File: src/hdl/multiplexed_segment_display_scanner_defines.svh
// Assertion macros shared by the segment display scanner RTL.
// Used by the queue and back-end modules; needs clk and arst_n in scope.
`ifndef MULTIPLEXED_SEGMENT_DISPLAY_SCANNER_DEFINES_SVH
`define MULTIPLEXED_SEGMENT_DISPLAY_SCANNER_DEFINES_SVH

// Same-cycle implication, checked out of reset.
`define MSDS_ASSERT_IMPL(label, ante, cons, msg) \
	label: assert property (@(posedge clk) disable iff (!arst_n) (ante) |-> (cons)) \
		else $error(msg);

// Next-cycle implication, checked out of reset.
`define MSDS_ASSERT_NEXT(label, ante, cons, msg) \
	label: assert property (@(posedge clk) disable iff (!arst_n) (ante) |=> (cons)) \
		else $error(msg);

`endif

File: src/hdl/msds_pkg.sv
// Package for the segment display scanner: constants, types, glyph table
// and board bit order. No dependencies.
package msds_pkg;

	localparam int DIGIT_COUNT_DEF = 6;
	localparam int DIGIT_W = 3;
	localparam int POS_W = 3;
	localparam int CHAR_W = 8;
	localparam int TIME_W = 32;
	localparam int SEC_W = 6;
	localparam int COT_W = 16;
	localparam int WORD_W = 16;
	localparam int CNT_W = 5;
	localparam int QUEUE_DEPTH = 2;

	localparam logic [COT_W-1:0] COLON_ON_TIME_RESET = 16'd500;
	localparam logic [CHAR_W-1:0] CHAR_ZERO = 8'h30;
	localparam logic [WORD_W-1:0] STAR_WORD = 16'h03FC;
	localparam logic [CNT_W-1:0] LATCH_SLOT = 5'd16;

	localparam logic KIND_WRITE = 1'b0;
	localparam logic KIND_TICK = 1'b1;

	// One queued refresh: the board-order word and the digit enables.
	typedef struct packed {
		logic [WORD_W-1:0] word;
		logic [DIGIT_W-1:0] digit_off;
		logic [DIGIT_W-1:0] digit_on;
	} entry_t;

	// Queue status seen by the front end and the back end.
	typedef struct packed {
		logic full;
		logic empty;
	} q_stat_t;

	// Character code to segment word, A..N in bits 15..2.
	function automatic logic [WORD_W-1:0] glyph(input logic [CHAR_W-1:0] code);
		logic [CHAR_W-1:0] c;
		logic [WORD_W-1:0] w;
		c = (code inside {[8'h61:8'h7A]}) ? code - 8'd32 : code;
		case (c)
			8'h30, 8'h4F: w = 16'hFC00; // '0', 'O'
			8'h31: w = 16'h6000;
			8'h32: w = 16'hDB00;
			8'h33: w = 16'hF300;
			8'h34: w = 16'h6700;
			8'h35, 8'h53: w = 16'hB700; // '5', 'S'
			8'h36: w = 16'hBF00;
			8'h37: w = 16'hE000;
			8'h38: w = 16'hFF00;
			8'h39: w = 16'hF700;
			8'h41: w = 16'hEF00;
			8'h42, 8'h44: w = 16'hF148; // 'D' reuses the 'B' pattern
			8'h43: w = 16'h9C00;
			8'h45: w = 16'h9F00;
			8'h46: w = 16'h8F00;
			8'h47: w = 16'hBD00;
			8'h48: w = 16'h6F00;
			8'h49: w = 16'h9048;
			8'h4A: w = 16'h7800;
			8'h4B: w = 16'h0E24;
			8'h4C: w = 16'h1C00;
			8'h4D: w = 16'h6CA0;
			8'h4E: w = 16'h6C84;
			8'h50: w = 16'hCF00;
			8'h51: w = 16'hFC04;
			8'h52: w = 16'hCF04;
			8'h54: w = 16'h8048;
			8'h55: w = 16'h7C00;
			8'h56: w = 16'h0C30;
			8'h57: w = 16'h6C14;
			8'h58: w = 16'h00B4;
			8'h59: w = 16'h00A8;
			8'h5A: w = 16'h9030;
			8'h2B: w = 16'h0348; // '+'
			8'h2D: w = 16'h0300; // '-'
			8'h2F: w = 16'h0030; // '/'
			8'h5C: w = 16'h0084; // backslash
			8'h20: w = 16'h0000; // space
			8'h2C, 8'h2E: w = 16'h0010; // comma, period
			8'h01: w = 16'h8000;
			8'h02: w = 16'h4000;
			8'h03: w = 16'h2000;
			8'h04: w = 16'h1000;
			8'h05: w = 16'h0800;
			8'h06: w = 16'h0400;
			default: w = STAR_WORD;
		endcase
		return w;
	endfunction

	// Segment word to board order; the colon bit (bit 0) is left clear.
	function automatic logic [WORD_W-1:0] to_board(input logic [WORD_W-1:0] w);
		return {w[15], w[10], w[14], w[5], w[6], w[7], w[9], 1'b0,
			w[8], w[4], w[3], w[2], w[13], w[11], w[12], 1'b0};
	endfunction

endpackage

File: src/hdl/msds_if.sv
// Stream interfaces for the segment display scanner: request and result.
// Depends on msds_pkg.
interface msds_cmd_if;
	import msds_pkg::*;
	logic valid;
	logic ready;
	logic kind;
	logic [POS_W-1:0] position;
	logic [CHAR_W-1:0] character;
	logic [TIME_W-1:0] now_ms;
	logic [SEC_W-1:0] seconds_value;
	logic time_mode;
	modport source(output valid, kind, position, character, now_ms, seconds_value,
		time_mode, input ready);
	modport sink(input valid, kind, position, character, now_ms, seconds_value,
		time_mode, output ready);
endinterface

interface msds_res_if;
	import msds_pkg::*;
	logic valid;
	logic ready;
	logic serial_bit;
	logic is_latch;
	logic [DIGIT_W-1:0] digit_off;
	logic [DIGIT_W-1:0] digit_on;
	logic last;
	modport source(output valid, serial_bit, is_latch, digit_off, digit_on, last,
		input ready);
	modport sink(input valid, serial_bit, is_latch, digit_off, digit_on, last,
		output ready);
endinterface

File: src/hdl/msds_front.sv
// Front end: accepts requests, holds the character buffer, scan index and
// colon timing, and turns each tick into a queue entry. Depends on msds_pkg.
module msds_front #(
	parameter int DIGIT_COUNT = msds_pkg::DIGIT_COUNT_DEF
) (
	input logic clk,
	input logic arst_n,
	msds_cmd_if.sink cmd,
	input logic cfg_we,
	input logic [msds_pkg::COT_W-1:0] cfg_wdata,
	input msds_pkg::q_stat_t q_stat,
	output logic push,
	output msds_pkg::entry_t push_entry
);
	import msds_pkg::*;

	localparam int IDX_W = (DIGIT_COUNT > 1) ? $clog2(DIGIT_COUNT) : 1;
	localparam logic [IDX_W-1:0] IDX_LAST = IDX_W'(DIGIT_COUNT - 1);

	logic [CHAR_W-1:0] buf_q [DIGIT_COUNT];
	logic [IDX_W-1:0] scan_q;
	logic [SEC_W-1:0] last_sec_q;
	logic [TIME_W-1:0] last_change_q;
	logic [COT_W-1:0] colon_time_q;

	logic accept;
	logic sec_changed;
	logic [TIME_W-1:0] since;
	logic colon;
	logic [IDX_W-1:0] scan_prev;
	logic [IDX_W-1:0] scan_next;
	logic pos_ok;

	assign cmd.ready = !q_stat.full;
	assign accept = cmd.valid && cmd.ready;
	assign pos_ok = ({1'b0, cmd.position} < 4'(DIGIT_COUNT));

	// A seconds change restarts the colon window at this very tick.
	assign sec_changed = (cmd.seconds_value != last_sec_q);
	assign since = cmd.now_ms - (sec_changed ? cmd.now_ms : last_change_q);
	assign colon = cmd.time_mode && (since < {16'b0, colon_time_q});

	assign scan_prev = (scan_q == '0) ? IDX_LAST : scan_q - 1'b1;
	assign scan_next = (scan_q == IDX_LAST) ? '0 : scan_q + 1'b1;

	assign push = accept && (cmd.kind == KIND_TICK);
	assign push_entry.word = to_board(glyph(buf_q[scan_q])) | {15'b0, colon};
	assign push_entry.digit_off = DIGIT_W'(scan_prev);
	assign push_entry.digit_on = DIGIT_W'(scan_q);

	always_ff @(posedge clk or negedge arst_n) begin
		if (!arst_n) begin
			for (int i = 0; i < DIGIT_COUNT; i++) begin
				buf_q[i] <= CHAR_ZERO;
			end
			scan_q <= '0;
			last_sec_q <= '0;
			last_change_q <= '0;
			colon_time_q <= COLON_ON_TIME_RESET;
		end else begin
			if (cfg_we) begin
				colon_time_q <= cfg_wdata;
			end
			if (accept && (cmd.kind == KIND_WRITE) && pos_ok) begin
				buf_q[cmd.position[IDX_W-1:0]] <= cmd.character;
			end
			if (push) begin
				scan_q <= scan_next;
				if (sec_changed) begin
					last_sec_q <= cmd.seconds_value;
					last_change_q <= cmd.now_ms;
				end
			end
		end
	end

endmodule

File: src/hdl/msds_queue.sv
// Short queue of refresh entries between the front and back ends.
// Depends on msds_pkg and the assertion macro header.
module msds_queue (
	input logic clk,
	input logic arst_n,
	input logic push,
	input msds_pkg::entry_t push_entry,
	input logic pop,
	output msds_pkg::entry_t head,
	output msds_pkg::q_stat_t q_stat
);
	import msds_pkg::*;
	`include "multiplexed_segment_display_scanner_defines.svh"

	localparam int PTR_W = (QUEUE_DEPTH > 1) ? $clog2(QUEUE_DEPTH) : 1;
	localparam int CNT_QW = $clog2(QUEUE_DEPTH + 1);

	entry_t mem_q [QUEUE_DEPTH];
	logic [PTR_W-1:0] wr_q;
	logic [PTR_W-1:0] rd_q;
	logic [CNT_QW-1:0] fill_q;

	function automatic logic [PTR_W-1:0] bump(input logic [PTR_W-1:0] p);
		return (p == PTR_W'(QUEUE_DEPTH - 1)) ? '0 : p + 1'b1;
	endfunction

	assign head = mem_q[rd_q];
	assign q_stat.full = (fill_q == CNT_QW'(QUEUE_DEPTH));
	assign q_stat.empty = (fill_q == '0);

	always_ff @(posedge clk) begin
		if (push) begin
			mem_q[wr_q] <= push_entry;
		end
	end

	always_ff @(posedge clk or negedge arst_n) begin
		if (!arst_n) begin
			wr_q <= '0;
			rd_q <= '0;
			fill_q <= '0;
		end else begin
			if (push) begin
				wr_q <= bump(wr_q);
			end
			if (pop) begin
				rd_q <= bump(rd_q);
			end
			if (push && !pop) begin
				fill_q <= fill_q + 1'b1;
			end else if (pop && !push) begin
				fill_q <= fill_q - 1'b1;
			end
		end
	end

	`MSDS_ASSERT_IMPL(a_no_overflow, push, !q_stat.full, "queue push while full")
	`MSDS_ASSERT_IMPL(a_no_underflow, pop, !q_stat.empty, "queue pop while empty")
	`MSDS_ASSERT_NEXT(a_fill_grows, push && !pop, !q_stat.empty, "entry lost after push")

endmodule

File: src/hdl/msds_back.sv
// Back end: serializes the head queue entry into sixteen bit results and one
// latch result through an output register. Depends on msds_pkg and the macros.
module msds_back (
	input logic clk,
	input logic arst_n,
	input msds_pkg::entry_t head,
	input msds_pkg::q_stat_t q_stat,
	output logic pop,
	msds_res_if.source res
);
	import msds_pkg::*;
	`include "multiplexed_segment_display_scanner_defines.svh"

	logic [CNT_W-1:0] slot_q;
	logic valid_q;
	logic bit_q;
	logic latch_q;
	logic [DIGIT_W-1:0] off_q;
	logic [DIGIT_W-1:0] on_q;

	logic advance;
	logic load;
	logic at_latch;

	assign advance = !valid_q || res.ready;
	assign load = advance && !q_stat.empty;
	assign at_latch = (slot_q == LATCH_SLOT);
	assign pop = load && at_latch;

	assign res.valid = valid_q;
	assign res.serial_bit = bit_q;
	assign res.is_latch = latch_q;
	assign res.last = latch_q;
	assign res.digit_off = off_q;
	assign res.digit_on = on_q;

	always_ff @(posedge clk or negedge arst_n) begin
		if (!arst_n) begin
			slot_q <= '0;
			valid_q <= 1'b0;
		end else if (load) begin
			valid_q <= 1'b1;
			slot_q <= at_latch ? '0 : slot_q + 1'b1;
		end else if (advance) begin
			valid_q <= 1'b0;
		end
	end

	// Payload only; the latch slot carries the digit enables, bit slots zeros.
	always_ff @(posedge clk) begin
		if (load) begin
			latch_q <= at_latch;
			bit_q <= at_latch ? 1'b0 : head.word[4'(15 - int'(slot_q[3:0]))];
			off_q <= at_latch ? head.digit_off : '0;
			on_q <= at_latch ? head.digit_on : '0;
		end
	end

	`MSDS_ASSERT_IMPL(a_slot_range, 1'b1, slot_q <= LATCH_SLOT, "slot counter out of range")
	`MSDS_ASSERT_IMPL(a_latch_clean, valid_q && latch_q, !bit_q, "latch result carries data")
	`MSDS_ASSERT_NEXT(a_hold, valid_q && !res.ready, valid_q && $stable(slot_q),
		"stalled result moved")

endmodule

File: src/hdl/multiplexed_segment_display_scanner.sv
// Multiplexed 14-segment display scanner, top level.
// A tick's first bit result passes through the queue and the back-end output register.
// A tick makes sixteen bit results and a latch result in the back-end serializer;
// write requests are taken while the queue is not full, and the queue holds two ticks.
// Reset (arst_n low): buffer all '0', scan index, seconds and window cleared,
// colon_on_time 500 ms, queue and output empty.
module multiplexed_segment_display_scanner #(
	parameter int DIGIT_COUNT = msds_pkg::DIGIT_COUNT_DEF
) (
	input logic clk,
	input logic arst_n,
	msds_cmd_if.sink cmd,
	msds_res_if.source res,
	input logic cfg_we,
	input logic [msds_pkg::COT_W-1:0] cfg_wdata
);
	import msds_pkg::*;

	// The front end decides everything a tick shows at the moment the request
	// is accepted: the glyph at the scan index, the colon window, and the
	// digit enables. That snapshot goes into a short queue, so later writes to
	// the buffer cannot disturb a refresh that is still being shifted out.
	logic push;
	entry_t push_entry;
	logic pop;
	entry_t head;
	q_stat_t q_stat;

	msds_front #(
		.DIGIT_COUNT(DIGIT_COUNT)
	) u_front (
		.clk(clk),
		.arst_n(arst_n),
		.cmd(cmd),
		.cfg_we(cfg_we),
		.cfg_wdata(cfg_wdata),
		.q_stat(q_stat),
		.push(push),
		.push_entry(push_entry)
	);

	// Two entries let the front end take the next tick while the back end is
	// still shifting the previous one.
	msds_queue u_queue (
		.clk(clk),
		.arst_n(arst_n),
		.push(push),
		.push_entry(push_entry),
		.pop(pop),
		.head(head),
		.q_stat(q_stat)
	);

	// The back end walks sixteen bit slots, most significant first, then the
	// latch slot, and pops the entry when the latch result is loaded.
	msds_back u_back (
		.clk(clk),
		.arst_n(arst_n),
		.head(head),
		.q_stat(q_stat),
		.pop(pop),
		.res(res)
	);

endmodule

File: src/flat_wrapper.sv
// flat-port wrapper written by rule: the top's interface ports become plain ports
module multiplexed_segment_display_scanner_flat import msds_pkg::*;
#(
	parameter int DIGIT_COUNT = msds_pkg::DIGIT_COUNT_DEF
)
  (clk, arst_n, cfg_we, cfg_wdata, cmd_valid, cmd_kind, cmd_position, cmd_character, cmd_now_ms, cmd_seconds_value, cmd_time_mode, cmd_ready, res_valid, res_serial_bit, res_is_latch, res_digit_off, res_digit_on, res_last, res_ready);
  msds_cmd_if cmd_i ();
  msds_res_if res_i ();
  input logic clk;
  input logic arst_n;
  input logic cfg_we;
  input logic [msds_pkg::COT_W-1:0] cfg_wdata;
  input wire logic [$bits(cmd_i.valid)-1:0] cmd_valid;
  input wire logic [$bits(cmd_i.kind)-1:0] cmd_kind;
  input wire logic [$bits(cmd_i.position)-1:0] cmd_position;
  input wire logic [$bits(cmd_i.character)-1:0] cmd_character;
  input wire logic [$bits(cmd_i.now_ms)-1:0] cmd_now_ms;
  input wire logic [$bits(cmd_i.seconds_value)-1:0] cmd_seconds_value;
  input wire logic [$bits(cmd_i.time_mode)-1:0] cmd_time_mode;
  output wire logic [$bits(cmd_i.ready)-1:0] cmd_ready;
  output wire logic [$bits(res_i.valid)-1:0] res_valid;
  output wire logic [$bits(res_i.serial_bit)-1:0] res_serial_bit;
  output wire logic [$bits(res_i.is_latch)-1:0] res_is_latch;
  output wire logic [$bits(res_i.digit_off)-1:0] res_digit_off;
  output wire logic [$bits(res_i.digit_on)-1:0] res_digit_on;
  output wire logic [$bits(res_i.last)-1:0] res_last;
  input wire logic [$bits(res_i.ready)-1:0] res_ready;
  assign cmd_i.valid = cmd_valid;
  assign cmd_i.kind = cmd_kind;
  assign cmd_i.position = cmd_position;
  assign cmd_i.character = cmd_character;
  assign cmd_i.now_ms = cmd_now_ms;
  assign cmd_i.seconds_value = cmd_seconds_value;
  assign cmd_i.time_mode = cmd_time_mode;
  assign cmd_ready = cmd_i.ready;
  assign res_valid = res_i.valid;
  assign res_serial_bit = res_i.serial_bit;
  assign res_is_latch = res_i.is_latch;
  assign res_digit_off = res_i.digit_off;
  assign res_digit_on = res_i.digit_on;
  assign res_last = res_i.last;
  assign res_i.ready = res_ready;
  multiplexed_segment_display_scanner #(.DIGIT_COUNT(DIGIT_COUNT)) u_core (.clk(clk), .arst_n(arst_n), .cmd(cmd_i), .res(res_i), .cfg_we(cfg_we), .cfg_wdata(cfg_wdata));
endmodule
File: config.mk
export PLATFORM = sky130hd
export DESIGN_NAME = multiplexed_segment_display_scanner_flat
export DESIGN_NICKNAME = d
export VERILOG_FILES = /design/src/hdl/msds_pkg.sv /design/src/hdl/msds_if.sv /design/src/hdl/msds_front.sv /design/src/hdl/msds_queue.sv /design/src/hdl/msds_back.sv /design/src/hdl/multiplexed_segment_display_scanner.sv /design/src/flat_wrapper.sv
export VERILOG_INCLUDE_DIRS = /design/src /design/src/hdl
export SDC_FILE = /design/constraint.sdc
export NUM_CORES = 1
export LEC_CHECK = 0
export ABC_AREA = 0
export BUFFER_PORTS_ARGS = -buffer_cell sky130_fd_sc_hd__buf_2
export CAP_MARGIN = 5
export CORE_MARGIN = 10
export CORE_UTILIZATION = 45
export DETAILED_ROUTE_END_ITERATION = 8
export GPL_ROUTABILITY_DRIVEN = 0
export SYNTH_ARGS = -nofsm -noshare
export SYNTH_HDL_FRONTEND = slang
export SYNTH_SLANG_ARGS = --single-unit
File: constraint.sdc
create_clock -name clk -period 6.1 [get_ports clk]
set_input_delay 0.305 -clock clk [delete_from_list [all_inputs] [get_ports clk]]
set_output_delay 0.305 -clock clk [all_outputs]
set_load 0.02 [all_outputs]
==> flow_summary.ini <==
[outcome]
status = complete, but fails checks
violations = hold timing

[finish]
syn2layout_area_growth_pct = 14.2
mostFrequentLayoutCells = nand2_1, dfrtp_1, a21oi_1
stdcell_area_sq_um = 12500
nNetsFinal = 1347
instances_no_fill = 1550
fin_util_pct = 52.6
drive_above_1_share_pct = 22.5
mostFrequentLayoutCell = nand2_1

[synthesis]
synth_top_family_by_area = compound AO/OA/AOI/OAI gates
yosysSeqAreaShare_pct = 40.4
synth_area_leader_cell = dfrtp_1
synthSimpleGateAreaFrac_pct = 14.3
synth_compound_area_share_pct = 17.5
synth_top_area_share_pct = 22.3
ys_ff_latch = 165
ys_dominant_reg_cell = dfrtp_1
yosys-top-cells-area = dfrtp_1, edfxtp_1, mux2_2
synth_cells = 1146
synth_fa_ha_area_share_pct = 7.09
synthDistinctLibCells = 74
synthArstFlopShare_pct = 69.7
synth.area.mux_share_pct = 13.2
syn_area_sq_um = 10900
synth_xor_area_share_pct = 3.05
synth_nets = 1276
syn_avg_cell_area_sq_um = 9.52
yosys_warnings = 0
synth_edf_count = 50

[routing]
vias = 8728
viasPerCell = 5.63
drtIter0Drc = 785
firstDrtPassIters = 6
totalWireLength_um = 27200
wl_per_cell_um = 17.6
drtAntennaViolNets = 0
route.detailed.drc = 0

[setup_path]
cp_slowest_cell = dfrtp_1
crit_fanout = 6
cp.required_ns = 6.38
max_stage_delay_ns = 0.41
worstPathArrival_ns = 6.13
worstSetupPathType = flip-flop to flip-flop
end_kind = flip-flop
timing.critical_path.buf_inv = 1
worstSetupStartpointType = flip-flop
critical_path.top_delay_family = compound AO/OA/AOI/OAI gates

[floorplan]
dieArea_sq_um = 30900
io_pins = 83
initial_core_util_pct = 46.1
die_h_um = 176
die_w_um = 176
rows = 56
coreArea_sq_um = 23700

[hold_path]
min_path_type = input pin to asynchronous set/reset pin

[clocking]
clock-root-buffer = clkbuf_16
cts.sinks = 165
cts_buffer_depth = 2
numCtsBuffers = 17
tritoncts = yes
cts_max_level = 4
clkLatencyLatePin_ns = 0.43
cts.clk_slew.worst_paths_ns = 0.07

[timing]
maxSlewHeadroom_pct = 25.1
slew_violations = 0
final_hold_viol_count = 16
hold_ws_ns = -0.0171
worst_pin_slew_ns = 1.12
setup_viol = 0
clock_skew_ns = 0.0136
fin_crit_ns = 5.85
clock.fmax_ghz = 0.171
min_period_over_period_pct = 96.0

[pwr]
sw_frac_of_total_pct = 44.3
leakagePower_nw = 5.18
seq_power_share_pct = 29.3
p_sw_mw = 2.88
p_per_area_nw_per_um2 = 521
power.share.clock_pct = 16.5
power_mw = 6.49
vdd_ir_drop_max_mv = 0.324
p_int_mw = 3.61
combPwrFrac_pct = 54.2

[global_route]
grt_start_max_net_pins = 67
grt.overflow.total = 0
grt_first_pass_wirelength_um = 44400
grt_use_total_pct = 17.4
antenna_found_initial = 3
grt_pass1_vias = 8448

[place]
port-buffer-count = 82
place_area_sq_um = 11600
placed_cells = 1507
place_hpwl_um = 19700

[flow_run]
maxCapViolCount = 0
state kept, by name, summed over array words and instances, names as in the netlist, 5 cells and up:
register,cells
u_core.u_back.slot_q,5
u_core.u_front.buf_q,48
u_core.u_front.colon_time_q,16
u_core.u_front.last_change_q,32
u_core.u_front.last_sec_q,6
u_core.u_queue.mem_q,42
cell type report:
class / count / area [sq um]
Antenna cell: 1 / 2.50
Clock buffer: 18 / 439
Clock inverter: 14 / 143
Fill cell: 2218 / 11200
Inverter: 62 / 233
Multi-Input combinational cell: 858 / 6180
Sequential cell: 165 / 4400
Tap cell: 319 / 399
Timing Repair Buffer: 113 / 653
synthesized netlist by cell type, types with 3 or more instances:
cell type and instances:
dfstp_2 18, and2_1 10, a31oi_1 6, a211oi_1 9, o21ai_1 7, nor2_1 85
o21bai_1 5, o31ai_1 6, o21a_1 10, buf_1 4, mux4_2 9, and3_1 8
a21o_1 18, mux2_2 70, o22ai_1 10, buf_2 18, or3_1 4, inv_1 61
ha_1 57, nor4_1 4, a21oi_1 92, nor2b_1 11, dfrtp_1 97, a221oi_1 4
clkbuf_1 37, maj3_1 4, mux2i_1 45, a211o_1 3, edfxtp_1 50, a2bb2oi_1 3
o211ai_1 10, nand4_1 16, nand2b_1 20, nand3_1 19, nor3_1 26, o21ai_0 81
a221o_1 4, xnor2_1 27, xor2_1 11, nand2_1 118
per-layer routing:
| layer | up-vias | GRT usage, % | share of wire (%) |
|---|---|---|---|
| li1 | 4292 | - | - |
| met1 | 4165 | 25.1 | 49 |
| met4 | 0 | 4.49 | 1.2 |
| met3 | 29 | 3.15 | 5.5 |
| met2 | 242 | 26.3 | 44 |
| met5 | - | 0 | 0 |
metrics by stage:
| step | setup WS, ns | TNS (ns) |
|---|---|---|
| global placement | 0.229 | 0 |
| detailed placement | 0.0140 | 0 |
| floorplan | 0.0341 | 0 |
| CTS | 0.0409 | 0 |
| global route | -0.102 | -0.204 |
| finish | 0.247 | 0 |
power groups by stage:
stage | sequential (mW) | clock [mW] | combinational (mW)
floorplan | 1.86 | 0 | 2.61
global placement | 1.91 | 0 | 3.38
detailed placement | 1.92 | 0 | 3.41
CTS | 1.90 | 1.10 | 3.43
global route | 1.95 | 1.15 | 3.92
finish | 1.90 | 1.07 | 3.52
path summary, 6_finish.rpt:
path                                                    from                                to  slack (ns)  cells after the start
min in group clk                        cmd_seconds_value[5]      u_core.u_front.last_sec_q[5]        0.08                      3
worst max-delay path            u_core.u_front.last_sec_q[3]        u_core.u_queue.mem_q[1][6]        0.25                     25
worst min-delay path                                  arst_n  u_core.u_front.last_change_q[23]       -0.02                      1
worst max register to register  u_core.u_front.last_sec_q[3]        u_core.u_queue.mem_q[1][6]        0.25                     25
max in group asynchronous                             arst_n          u_core.u_front.buf_q[27]        4.95                      2
worst min register to register      u_core.u_queue.fill_q[1]          u_core.u_queue.fill_q[1]        0.49                      1
logic make-up after synthesis:
kind of cell	count (synthesis)
adders and majority gates	62
and+or+nand+nor	333
DFF	165
muxes	124
AOI/OAI and AO/OA	301
xor gates and xnor gates	38
buffers and inverters	123
repair_timing:
| action | CTS | global route |
|---|---|---|
| pin swaps | 0 | 29 |
| buffers inserted | 0 | 10 |
| gates resized for setup | 1 | 29 |
| hold buffers | 0 | 0 |
| endpoints found under the setup margin | 2 | 2 |
Note: power is estimated with default switching activity, not from simulation.
